==> config.mk <==
export PLATFORM = sky130hd
export DESIGN_NAME = polygon_plane_clip_top
export DESIGN_NICKNAME = d
export VERILOG_FILES = /design/src/rtl/core/ppclip_pkg.sv /design/src/rtl/core/polygon_plane_clip_top.sv
export SDC_FILE = /design/constraint.sdc
export NUM_CORES = 2
export LEC_CHECK = 0
export BUFFER_PORTS_ARGS = -buffer_cell sky130_fd_sc_hd__buf_2
export CAP_MARGIN = 20
export CORE_MARGIN = 1
export CORE_UTILIZATION = 45
export DETAILED_ROUTE_END_ITERATION = 10
export PLACE_DENSITY = 0.68
export SLEW_MARGIN = 20
export SYNTH_ARGS = -nofsm -noshare
export SYNTH_HDL_FRONTEND = slang
export SYNTH_SLANG_ARGS = --single-unit
export TNS_END_PERCENT = 50
==> constraint.sdc <==
create_clock -name i_clk -period 20.6 [get_ports i_clk]
set_input_delay 3.09 -clock i_clk [delete_from_list [all_inputs] [get_ports i_clk]]
set_output_delay 3.09 -clock i_clk [all_outputs]
set_load 0.01 [all_outputs]
==> src/rtl/core/ppclip_pkg.sv <==
`timescale 1ns / 1ps
// ----------------------------------------------------------------------------
// ppclip_pkg
// Shared types, constants and arithmetic helpers of the polygon plane clipper.
// ----------------------------------------------------------------------------
package ppclip_pkg;

    localparam int MAX_VERTICES_DEF = 64;
    localparam int FRAC_BITS_DEF    = 16;
    localparam int ACC_W            = 68;
    localparam int CFG_IDX_W        = 3;

    localparam logic [CFG_IDX_W-1:0] CFG_ORIGIN_X = 3'd0;
    localparam logic [CFG_IDX_W-1:0] CFG_ORIGIN_Y = 3'd1;
    localparam logic [CFG_IDX_W-1:0] CFG_ORIGIN_Z = 3'd2;
    localparam logic [CFG_IDX_W-1:0] CFG_NORMAL_X = 3'd3;
    localparam logic [CFG_IDX_W-1:0] CFG_NORMAL_Y = 3'd4;
    localparam logic [CFG_IDX_W-1:0] CFG_NORMAL_Z = 3'd5;

    localparam logic [31:0] NORMAL_Z_RST = 32'h0001_0000;

    typedef enum logic [2:0] {
        S_IDLE,
        S_DIST,
        S_EDGE,
        S_FACT,
        S_DIV,
        S_SCALE,
        S_EMIT_X,
        S_EMIT_V
    } t_state;

    function automatic logic [32:0] diff33(input logic [31:0] a, input logic [31:0] b);
        diff33 = {a[31], a} - {b[31], b};
    endfunction

    function automatic logic [ACC_W-1:0] sext_acc(input logic [32:0] v);
        sext_acc = {{(ACC_W-33){v[32]}}, v};
    endfunction

    function automatic logic [63:0] sat64(input logic [ACC_W-1:0] v);
        logic [ACC_W-64:0] top;
        top = v[ACC_W-1:63];
        if ((&top) || !(|top)) begin
            sat64 = v[63:0];
        end else if (v[ACC_W-1]) begin
            sat64 = 64'h8000_0000_0000_0000;
        end else begin
            sat64 = 64'h7FFF_FFFF_FFFF_FFFF;
        end
    endfunction

    function automatic logic [63:0] mag64(input logic [63:0] v);
        mag64 = v[63] ? (64'd0 - v) : v;
    endfunction

endpackage

==> src/rtl/core/polygon_plane_clip_top.sv <==
`timescale 1ns / 1ps
// ----------------------------------------------------------------------------
// polygon_plane_clip_top
// Clips a streamed 3D polygon against one plane, one vertex per item.
// ----------------------------------------------------------------------------
// Input channel i_in_valid / o_in_stall carries req_type and the vertex; a
// polygon opens with a priming item (its last vertex), then its vertices.
// Output channel o_out_valid / i_out_stall carries zero, one or two vertices
// per item: a crossing point first, then the vertex itself if inside.
// The user writes plane origin and normal on the i_cfg_* port while idle; the block does not enforce this.
// One item is worked at a time; all arithmetic is bit serial through one
// shift-add accumulator and one restoring divider:
//   distance dot product       3 components x 32 bits
//   edge dot product           3 components x 32 bits, only when the side changes
//   factor check, then a divide of FRAC_BITS bits unless the factor is 0 or 1
//   crossing scaling           3 components x (FRAC_BITS + 1) bits
//   then each result goes into the output register.
// Synchronous active-low reset clears the state, plane origin, previous vertex,
// count and output valid flag; the plane normal resets to (0, 0, 32'h0001_0000).
// A stalled output holds its item; the block waits for the register to free.
// ----------------------------------------------------------------------------
module polygon_plane_clip_top #(
    parameter int MAX_VERTICES = ppclip_pkg::MAX_VERTICES_DEF,
    parameter int FRAC_BITS    = ppclip_pkg::FRAC_BITS_DEF
) (
    input  logic                             i_clk,
    input  logic                             i_rst_n,
    input  logic                             i_cfg_we,
    input  logic [ppclip_pkg::CFG_IDX_W-1:0] i_cfg_idx,
    input  logic [31:0]                      i_cfg_data,
    input  logic                             i_in_valid,
    output logic                             o_in_stall,
    input  logic                             i_req_type,
    input  logic [31:0]                      i_vert_x,
    input  logic [31:0]                      i_vert_y,
    input  logic [31:0]                      i_vert_z,
    output logic                             o_out_valid,
    input  logic                             i_out_stall,
    output logic [31:0]                      o_out_x,
    output logic [31:0]                      o_out_y,
    output logic [31:0]                      o_out_z,
    output logic                             o_is_crossing,
    output logic [7:0]                       o_out_count,
    output logic                             o_run_last
);

    localparam int AW       = ppclip_pkg::ACC_W;
    localparam int TW       = FRAC_BITS + 1;
    localparam int CAP_I    = (2 * MAX_VERTICES > 255) ? 255 : 2 * MAX_VERTICES;
    localparam logic [7:0] CAP       = 8'(CAP_I);
    localparam logic [4:0] BIT_DOT   = 5'd31;
    localparam logic [4:0] BIT_SCALE = 5'(TW - 1);
    localparam logic [4:0] BIT_DIV   = 5'(FRAC_BITS - 1);

    ppclip_pkg::t_state r_state, n_state;

    logic [31:0] r_org [3];
    logic [31:0] r_nrm [3];

    logic        r_type, n_type;
    logic [31:0] r_v [3], n_v [3];
    logic [31:0] r_prev [3], n_prev [3];
    logic [63:0] r_prev_dist, n_prev_dist;
    logic        r_prev_in, n_prev_in;
    logic [7:0]  r_count, n_count;
    logic [63:0] r_dist, n_dist;
    logic        r_cur_in, n_cur_in;
    logic [63:0] r_d, n_d;
    logic [AW-1:0] r_acc, n_acc;
    logic [AW-1:0] r_mcand, n_mcand;
    logic [31:0] r_mplier, n_mplier;
    logic [4:0]  r_bit, n_bit;
    logic [1:0]  r_comp, n_comp;
    logic [63:0] r_rem, n_rem;
    logic [63:0] r_den, n_den;
    logic [FRAC_BITS-1:0] r_q, n_q;
    logic [31:0] r_cross [3], n_cross [3];

    logic        r_out_valid, n_out_valid;
    logic [31:0] r_out_x, n_out_x;
    logic [31:0] r_out_y, n_out_y;
    logic [31:0] r_out_z, n_out_z;
    logic        r_out_cross, n_out_cross;
    logic [7:0]  r_out_cnt, n_out_cnt;
    logic        r_out_last, n_out_last;

    logic [AW-1:0] w_add;
    logic [AW-1:0] w_acc_next;
    logic [1:0]    w_nc;
    logic [63:0]   w_sat;
    logic [63:0]   w_mag_n;
    logic [63:0]   w_mag_d;
    logic [64:0]   w_sh;
    logic          w_take;
    logic [FRAC_BITS-1:0] w_q;
    logic          w_out_free;
    logic [7:0]    w_cnt_inc;

    assign o_in_stall    = (r_state != ppclip_pkg::S_IDLE);
    assign o_out_valid   = r_out_valid;
    assign o_out_x       = r_out_x;
    assign o_out_y       = r_out_y;
    assign o_out_z       = r_out_z;
    assign o_is_crossing = r_out_cross;
    assign o_out_count   = r_out_cnt;
    assign o_run_last    = r_out_last;

    assign w_add      = r_mplier[0] ? r_mcand : '0;
    assign w_acc_next = (r_state != ppclip_pkg::S_SCALE && r_bit == BIT_DOT)
                        ? r_acc - w_add : r_acc + w_add;
    assign w_nc       = (r_comp == 2'd2) ? 2'd0 : r_comp + 2'd1;
    assign w_sat      = ppclip_pkg::sat64(w_acc_next);
    assign w_mag_n    = ppclip_pkg::mag64(r_prev_dist);
    assign w_mag_d    = ppclip_pkg::mag64(r_d);
    assign w_sh       = {r_rem, 1'b0};
    assign w_take     = w_sh[64] || (w_sh[63:0] >= r_den);
    assign w_q        = {r_q[FRAC_BITS-2:0], w_take};
    assign w_out_free = !r_out_valid || !i_out_stall;
    assign w_cnt_inc  = (r_count < CAP) ? r_count + 8'd1 : r_count;

    always_comb begin
        n_state     = r_state;
        n_type      = r_type;
        n_v         = r_v;
        n_prev      = r_prev;
        n_prev_dist = r_prev_dist;
        n_prev_in   = r_prev_in;
        n_count     = r_count;
        n_dist      = r_dist;
        n_cur_in    = r_cur_in;
        n_d         = r_d;
        n_acc       = r_acc;
        n_mcand     = r_mcand;
        n_mplier    = r_mplier;
        n_bit       = r_bit;
        n_comp      = r_comp;
        n_rem       = r_rem;
        n_den       = r_den;
        n_q         = r_q;
        n_cross     = r_cross;
        n_out_valid = r_out_valid && i_out_stall;
        n_out_x     = r_out_x;
        n_out_y     = r_out_y;
        n_out_z     = r_out_z;
        n_out_cross = r_out_cross;
        n_out_cnt   = r_out_cnt;
        n_out_last  = r_out_last;
        case (r_state)
            ppclip_pkg::S_IDLE: begin
                if (i_in_valid) begin
                    n_type   = i_req_type;
                    n_v[0]   = i_vert_x;
                    n_v[1]   = i_vert_y;
                    n_v[2]   = i_vert_z;
                    n_comp   = 2'd0;
                    n_bit    = 5'd0;
                    n_acc    = '0;
                    n_mcand  = ppclip_pkg::sext_acc(ppclip_pkg::diff33(r_org[0], i_vert_x));
                    n_mplier = r_nrm[0];
                    n_state  = ppclip_pkg::S_DIST;
                end
            end
            ppclip_pkg::S_DIST, ppclip_pkg::S_EDGE: begin
                n_acc    = w_acc_next;
                n_mcand  = {r_mcand[AW-2:0], 1'b0};
                n_mplier = {1'b0, r_mplier[31:1]};
                n_bit    = r_bit + 5'd1;
                if (r_bit == BIT_DOT) begin
                    n_bit = 5'd0;
                    if (r_comp != 2'd2) begin
                        n_comp   = w_nc;
                        n_mplier = r_nrm[w_nc];
                        if (r_state == ppclip_pkg::S_DIST) begin
                            n_mcand = ppclip_pkg::sext_acc(
                                ppclip_pkg::diff33(r_org[w_nc], r_v[w_nc]));
                        end else begin
                            n_mcand = ppclip_pkg::sext_acc(
                                ppclip_pkg::diff33(r_v[w_nc], r_prev[w_nc]));
                        end
                    end else if (r_state == ppclip_pkg::S_EDGE) begin
                        n_d     = w_sat;
                        n_state = ppclip_pkg::S_FACT;
                    end else begin
                        n_dist   = w_sat;
                        n_cur_in = w_sat[63];
                        if (!r_type) begin
                            n_prev      = r_v;
                            n_prev_dist = w_sat;
                            n_prev_in   = w_sat[63];
                            n_count     = 8'd0;
                            n_state     = ppclip_pkg::S_IDLE;
                        end else if (w_sat[63] != r_prev_in) begin
                            n_comp   = 2'd0;
                            n_acc    = '0;
                            n_mplier = r_nrm[0];
                            n_mcand  = ppclip_pkg::sext_acc(
                                ppclip_pkg::diff33(r_v[0], r_prev[0]));
                            n_state  = ppclip_pkg::S_EDGE;
                        end else begin
                            n_state = ppclip_pkg::S_EMIT_V;
                        end
                    end
                end
            end
            ppclip_pkg::S_FACT: begin
                n_comp  = 2'd0;
                n_bit   = 5'd0;
                n_acc   = '0;
                n_mcand = ppclip_pkg::sext_acc(ppclip_pkg::diff33(r_v[0], r_prev[0]));
                if (r_d == 64'd0) begin
                    n_cur_in = r_prev_in;
                    n_state  = ppclip_pkg::S_EMIT_V;
                end else if (r_prev_dist == 64'd0 || r_prev_dist[63] != r_d[63]) begin
                    n_mplier = 32'd0;
                    n_state  = ppclip_pkg::S_SCALE;
                end else if (w_mag_n >= w_mag_d) begin
                    n_mplier = 32'd1 << FRAC_BITS;
                    n_state  = ppclip_pkg::S_SCALE;
                end else begin
                    n_rem   = w_mag_n;
                    n_den   = w_mag_d;
                    n_q     = '0;
                    n_state = ppclip_pkg::S_DIV;
                end
            end
            ppclip_pkg::S_DIV: begin
                n_rem = w_take ? (w_sh[63:0] - r_den) : w_sh[63:0];
                n_q   = w_q;
                n_bit = r_bit + 5'd1;
                if (r_bit == BIT_DIV) begin
                    n_bit    = 5'd0;
                    n_mplier = 32'(w_q);
                    n_state  = ppclip_pkg::S_SCALE;
                end
            end
            ppclip_pkg::S_SCALE: begin
                n_acc    = w_acc_next;
                n_mcand  = {r_mcand[AW-2:0], 1'b0};
                n_mplier = {r_mplier[0], r_mplier[31:1]};
                n_bit    = r_bit + 5'd1;
                if (r_bit == BIT_SCALE) begin
                    n_cross[r_comp] = r_prev[r_comp] + w_acc_next[FRAC_BITS+31:FRAC_BITS];
                    n_bit  = 5'd0;
                    n_acc  = '0;
                    if (r_comp != 2'd2) begin
                        n_comp   = w_nc;
                        n_mcand  = ppclip_pkg::sext_acc(
                            ppclip_pkg::diff33(r_v[w_nc], r_prev[w_nc]));
                        // rotate the factor back into place for the next component
                        n_mplier = {r_mplier[31-FRAC_BITS:0], r_mplier[31:32-FRAC_BITS]};
                    end else begin
                        n_state = ppclip_pkg::S_EMIT_X;
                    end
                end
            end
            ppclip_pkg::S_EMIT_X: begin
                if (w_out_free) begin
                    n_out_valid = 1'b1;
                    n_out_x     = r_cross[0];
                    n_out_y     = r_cross[1];
                    n_out_z     = r_cross[2];
                    n_out_cross = 1'b1;
                    n_out_cnt   = w_cnt_inc;
                    n_out_last  = !r_cur_in;
                    n_count     = w_cnt_inc;
                    n_state     = ppclip_pkg::S_EMIT_V;
                end
            end
            ppclip_pkg::S_EMIT_V: begin
                if (!r_cur_in || w_out_free) begin
                    if (r_cur_in) begin
                        n_out_valid = 1'b1;
                        n_out_x     = r_v[0];
                        n_out_y     = r_v[1];
                        n_out_z     = r_v[2];
                        n_out_cross = 1'b0;
                        n_out_cnt   = w_cnt_inc;
                        n_out_last  = 1'b1;
                        n_count     = w_cnt_inc;
                    end
                    n_prev      = r_v;
                    n_prev_dist = r_dist;
                    n_prev_in   = r_cur_in;
                    n_state     = ppclip_pkg::S_IDLE;
                end
            end
            default: begin
                n_state = ppclip_pkg::S_IDLE;
            end
        endcase
    end

    always_ff @(posedge i_clk) begin
        if (!i_rst_n) begin
            r_state <= ppclip_pkg::S_IDLE;
        end else begin
            r_state <= n_state;
        end
    end

    always_ff @(posedge i_clk) begin
        if (!i_rst_n) begin
            r_org[0]    <= 32'd0;
            r_org[1]    <= 32'd0;
            r_org[2]    <= 32'd0;
            r_nrm[0]    <= 32'd0;
            r_nrm[1]    <= 32'd0;
            r_nrm[2]    <= ppclip_pkg::NORMAL_Z_RST;
            r_prev[0]   <= 32'd0;
            r_prev[1]   <= 32'd0;
            r_prev[2]   <= 32'd0;
            r_prev_dist <= 64'd0;
            r_prev_in   <= 1'b0;
            r_count     <= 8'd0;
            r_out_valid <= 1'b0;
        end else begin
            r_prev      <= n_prev;
            r_prev_dist <= n_prev_dist;
            r_prev_in   <= n_prev_in;
            r_count     <= n_count;
            r_out_valid <= n_out_valid;
            if (i_cfg_we) begin
                case (i_cfg_idx)
                    ppclip_pkg::CFG_ORIGIN_X: r_org[0] <= i_cfg_data;
                    ppclip_pkg::CFG_ORIGIN_Y: r_org[1] <= i_cfg_data;
                    ppclip_pkg::CFG_ORIGIN_Z: r_org[2] <= i_cfg_data;
                    ppclip_pkg::CFG_NORMAL_X: r_nrm[0] <= i_cfg_data;
                    ppclip_pkg::CFG_NORMAL_Y: r_nrm[1] <= i_cfg_data;
                    ppclip_pkg::CFG_NORMAL_Z: r_nrm[2] <= i_cfg_data;
                    default: begin
                    end
                endcase
            end
        end
    end

    always_ff @(posedge i_clk) begin
        r_type      <= n_type;
        r_v         <= n_v;
        r_dist      <= n_dist;
        r_cur_in    <= n_cur_in;
        r_d         <= n_d;
        r_acc       <= n_acc;
        r_mcand     <= n_mcand;
        r_mplier    <= n_mplier;
        r_bit       <= n_bit;
        r_comp      <= n_comp;
        r_rem       <= n_rem;
        r_den       <= n_den;
        r_q         <= n_q;
        r_cross     <= n_cross;
        r_out_x     <= n_out_x;
        r_out_y     <= n_out_y;
        r_out_z     <= n_out_z;
        r_out_cross <= n_out_cross;
        r_out_cnt   <= n_out_cnt;
        r_out_last  <= n_out_last;
    end

    a_count_cap: assert property (@(posedge i_clk) disable iff (!i_rst_n)
        r_count <= CAP)
        else $error("emit count above cap");

    a_cross_side: assert property (@(posedge i_clk) disable iff (!i_rst_n)
        r_state == ppclip_pkg::S_EMIT_X |-> r_cur_in != r_prev_in)
        else $error("crossing without side change");

    a_div_rem: assert property (@(posedge i_clk) disable iff (!i_rst_n)
        r_state == ppclip_pkg::S_DIV |-> r_rem < r_den)
        else $error("divider remainder out of range");

endmodule
### After elaboration in Yosys (flattened, before gate mapping)

Memory sizes are Yosys's and may differ from the RTL's.
Index checks and enable logic that the tools add are counted.

* output and inout port bits: 108
* memory bits (read-only): 0
* memory bits (writable): 192
* latch bits: 0
* flip-flop bits (word level): 919
* memories: 2

Memory list
* r_nrm: depth 3, bits a word 32, read ports 2, clocked after memory_dff 0, wr ports 3, line polygon_plane_clip_top.sv:58 `logic [31:0] r_nrm [3];`
* r_org: depth 3, bits a word 32, read ports 2, clocked after memory_dff 0, wr ports 3, line polygon_plane_clip_top.sv:57 `logic [31:0] r_org [3];`

* mux-type cells: 176
* order comparisons: 6
* add/subtract/negate cells: 13
* multipliers: 0
* bitwise operators: 13
* shift operators: 0
* reduce and logical (&&, ||, !) cells: 42
* eq/ne operators: 40
* div/mod/pow operators: 0

Operators with widths (number)
* two-way mux 68 bit: 18
* two-way mux 32 bit: 34
* two-way mux 64 bit: 13
* one-hot mux 68 bit (4 select lines): 2
* two-way mux 96 bit: 5
* one-hot mux 64 bit (2 select lines): 2
* binary-select mux 32 bit (select 2 bit): 3
* one-hot mux 32 bit (2 select lines): 3
* one-hot mux 96 bit (2 select lines): 1
* one-hot mux 32 bit (5 select lines): 1
* subtractor 32 x 32 -> 33 bit: 4
* greater-or-equal comparator 64 bit: 2
* zero test 64 bit: 2
* subtractor 1 x 64 -> 64 bit (first input constant): 2
* bitwise mux 96 bit: 1
* adder 68 bit: 1
* subtractor 68 bit: 1
* demux 32 bit (select 2 bit): 1
* two-way mux 8 bit: 8
* subtractor 64 bit: 1
* two-way mux 1 bit: 45
* two-way mux 15 bit: 3
* != test 2 bit (second input constant): 17
* two-way mux 3 bit: 11
* other kinds (42): 109

### Longest topological paths before layout

* depth in word-level cells: 14
* depth in mapped cells: 37

### Worst setup path after synthesis

Ideal clock, no wire load.

* kind: input to register
* start point: input port i_in_valid
* end point: register r_acc[0] (enable)
* setup time: 676 ps
* arrival time: 9789 ps
* buffers on the path: 0
* slack: 10135 ps
* data required time: 19924 ps
* stages: 2
* cell sequence: o21ai_0 -> a21oi_1

* word-level cells in the longest chain between the ends: 2

RTL lines
* start, declared: line polygon_plane_clip_top.sv:31 `input logic i_in_valid,`
* != test 2 bit (no line)
* AND reduction 2 bit (no line)
* end signal, assigned: line polygon_plane_clip_top.sv:343 `r_acc <= n_acc;`
* end, declared: line polygon_plane_clip_top.sv:69 `logic [AW-1:0] r_acc, n_acc;`

No other way between the ends.
A chain may end at the register's enable or synchronous reset.

### Worst setup path after layout

* start point: register r_state[0]
* end point: register r_cross[31] in the netlist's numbering (data pin)

* word-level cells in the longest chain between the ends: 5

RTL lines
* start, declared: line polygon_plane_clip_top.sv:55 `ppclip_pkg::t_state r_state, n_state;`
* start signal, assigned: line polygon_plane_clip_top.sv:295 `r_state <= ppclip_pkg::S_IDLE;`
* start signal, assigned: line polygon_plane_clip_top.sv:297 `r_state <= n_state;`
* != test 3 bit: line polygon_plane_clip_top.sv:109 `assign w_acc_next = (r_state != ppclip_pkg::S_SCALE && r_bit == BIT_DOT)`
* logical AND 1 bit: line polygon_plane_clip_top.sv:109
* two-way mux 68 bit: line polygon_plane_clip_top.sv:110 `? r_acc - w_add : r_acc + w_add;`
* adder 32 bit: line polygon_plane_clip_top.sv:242 `n_cross[r_comp] = r_prev[r_comp] + w_acc_next[FRAC_BITS+31:FRAC_BITS];`
* bitwise mux 96 bit: line polygon_plane_clip_top.sv:242
* end signal, assigned: line polygon_plane_clip_top.sv:351 `r_cross <= n_cross;`
* end, declared: line polygon_plane_clip_top.sv:77 `logic [31:0] r_cross [3], n_cross [3];`

No other way between the ends.

==> qor.csv <==
metric,value,unit
status,completed,
GR Util All Layers,0.2898,
initial antenna violation count,15,
R2R Setup Slk,11.39,ns
GRT overflow,0,
cts hold-fix bufs,0,
vias in the first global route,52392,
worst endpoint required time,21.06,ns
Tcrit/Tclk final,0.4471,
"logic depth of the worst path, buffers included",30,
worst skew pair latency,0.76,ns
fill count,13614,
Die H,389.0,um
clock root buffer,clkbuf_16,
crit path buf inv count,3,
Critical Path Source,r_state[0],
DRC,0,
Synth Cell Area,67400,um^2
reg2reg path depth,30,
"delay-heaviest family, CP",simple AND/OR/NAND/NOR gates,
Yosys top cell area share,0.4179,
Max-cap violations,0,
Via-to-Cell Ratio,6.019,
htree depth,3,
asr flop ratio synth,0,
first-pass GRT wire length,333400,um
Final nets,7601,
Post-DRT Antenna Nets,0,
"Core Util, Final",0.5045,
dpl hpwl,169400,um
crit path max fanout,49,
largest net degree at the start of global routing,114,
Synth Area per Inst,9.660,um^2
Leakage,28.81,nW
cell accounting for the most synthesized area,edfxtp_1,
DRT Wirelength,225400,um
Iteration-0 DRC Markers,6010,
Core Footprint,148200,um^2
hold slack,0.4818,ns
Yosys reg bits,1111,
# IOs,245,
worst hold endpoint,r_prev[62],
min Tclk post-route,9.211,ns
gp weighted congestion,0.9868,
clk slew on worst S/H paths,0.06,ns
PwrDens,99.85,nW/um^2
Worst Setup Path Type,reg2reg,
PostCTS Resize Cnt,0,
r2r startpoint,r_state[0],
Sinks on Clock Net,1111,
Critical R2R Capture,r_cross[31],
CP dominant cell by count,nand2_1,
Hold Path Class,reg2reg,
row cnt,141,
initial core utilization,0.4548,
RSZ-0062 raised after global routing,false,
most frequent cells in the layout,"nand2_1 (995), edfxtp_1 (938), a21oi_1 (520)",
post-CTS setup buffer count,0,
startpoint class of the critical path,register,
clock buffer depth,3,
First-pass DRT Iterations,6,
detailed-route wire length per cell,24.67,um
CP max stage cell,dfxtp_1,
Worst Path Arrival,9.67,ns
setup TNS,0,ns
synthesis-to-layout area growth,10.92,%
share of layout cells above drive strength 1,0.09085,
Max Freq,0.1086,GHz
total die area,151300,um^2
Worst Max-Slew Pin Slew,1.276,ns
launch point of the worst hold path,r_prev[62],
Ys Warns,0,
CP peak stage delay,0.66,ns
die width,389.0,um
Cell variety after synth,97,
vias,54982,
max-slew violation count,0,
Critical Path End Type,register,
"most common cell after layout, fill and taps aside",nand2_1,
main flop type after synthesis,edfxtp_1,
Worst Skew,0.02586,ns
Num CTS Buffers,118,
"Setup violations, final",0,
IO buf count,244,
largest cells by area after synthesis,"edfxtp_1 (42%), ha_1 (6.7%), nand2_1 (5.5%), dfxtp_1 (5.1%), a21oi_1 (3.9%)",
post-synthesis sequential area ratio,0.4693,
maximum VDD drop,0.08141,mV
Post-Syn Nets,7484,
"EDFF count, synth",938,
CTS tree,built,
Relative slew margins,0.1405,
Hold Crit Depth,2,
synthesized instance count,6977,
"Hold Violations, Final",0,
cell type report:
cell class,count,area (um^2),share of cell area
clock inverters,69,774.5,0.01036
clock buffers,156,3302,0.04416
flip-flops and latches,1111,31630,0.4231
multi-input cells,5169,33360,0.4462
repair buffers,333,1908,0.02552
well taps,1930,2415,0.03230
diodes,6,15.01,0.0002008
inverters,361,1358,0.01816
kinds of logic after synthesis:
logic type,after synthesis,share of synthesized area
xor gates and xnor gates,424,0.05510
AOI/OAI and AO/OA,1977,0.1864
adders and majority gates,370,0.06946
buffers and inverters,697,0.03945
muxes,221,0.03408
DFF,1111,0.4693
and+or+nand+nor,2177,0.1463
worst min-delay path: cells and delay by family, from the launching register on:
kind	cells	cell delay, ns
and+or+nand+nor	1	0.05
AOI/OAI and AO/OA	1	0.06
DFF	1	0.32
per-stage QoR:
step	power [mW]	setup slack (ns)	std cells	cell area [um^2]
floorplan	4.298	10.13	6977	67400
global placement	5.192	11.80	8903	70660
detailed placement	5.203	11.51	8904	70670
CTS	7.438	11.48	9129	74750
global route	7.743	10.71	9129	74750
finish	7.465	11.39	9135	74760
routing by layer:
| layer | GRT usage | wire [um] | vias to the layer above |
|---|---|---|---|
| met4 | 0.1112 | 9822 | 4 |
| met3 | 0.03939 | 16850 | 415 |
| met5 | 0 | 27 | - |
| met2 | 0.4638 | 102700 | 2240 |
| li1 | - | - | 25627 |
| met1 | 0.3981 | 96020 | 26696 |
synth_stat cells (all sizes together), types with 156 or more instances:
cell,instances
a21oi,525
mux2i,171
inv,360
dfxtp,173
a21boi,159
xnor2,268
nand2,997
edfxtp,938
nor2,447
ha,363
xor2,156
clkbuf,287
o21ai,488
state kept, by name (all words and copies together), names as in the netlist, 64 cells and up:
register and flops:
r_prev 96, r_v 96, r_den 64, r_dist 64, r_mcand 68, r_rem 64, r_prev_dist 64, r_org 96
r_d 64, r_acc 68, r_nrm 96, r_cross 96
worst max-delay path by stage:
stage,endpoint,slack (ns)
after floorplan,r_acc[0],10.13
after global placement,r_cross[29],11.80
after detailed placement,r_cross[31],11.51
after CTS,r_cross[31],11.48
after global routing,r_cross[31],10.71
final,r_cross[31],11.39
power breakdown:
group | internal (mW) | total (mW) | switching [mW]
combinational | 0.708 | 2.39 | 1.68
sequential | 2.74 | 2.84 | 0.102
clock | 1.30 | 2.24 | 0.942
total | 4.74 | 7.47 | 2.73
(Power assumes the default switching activity.)
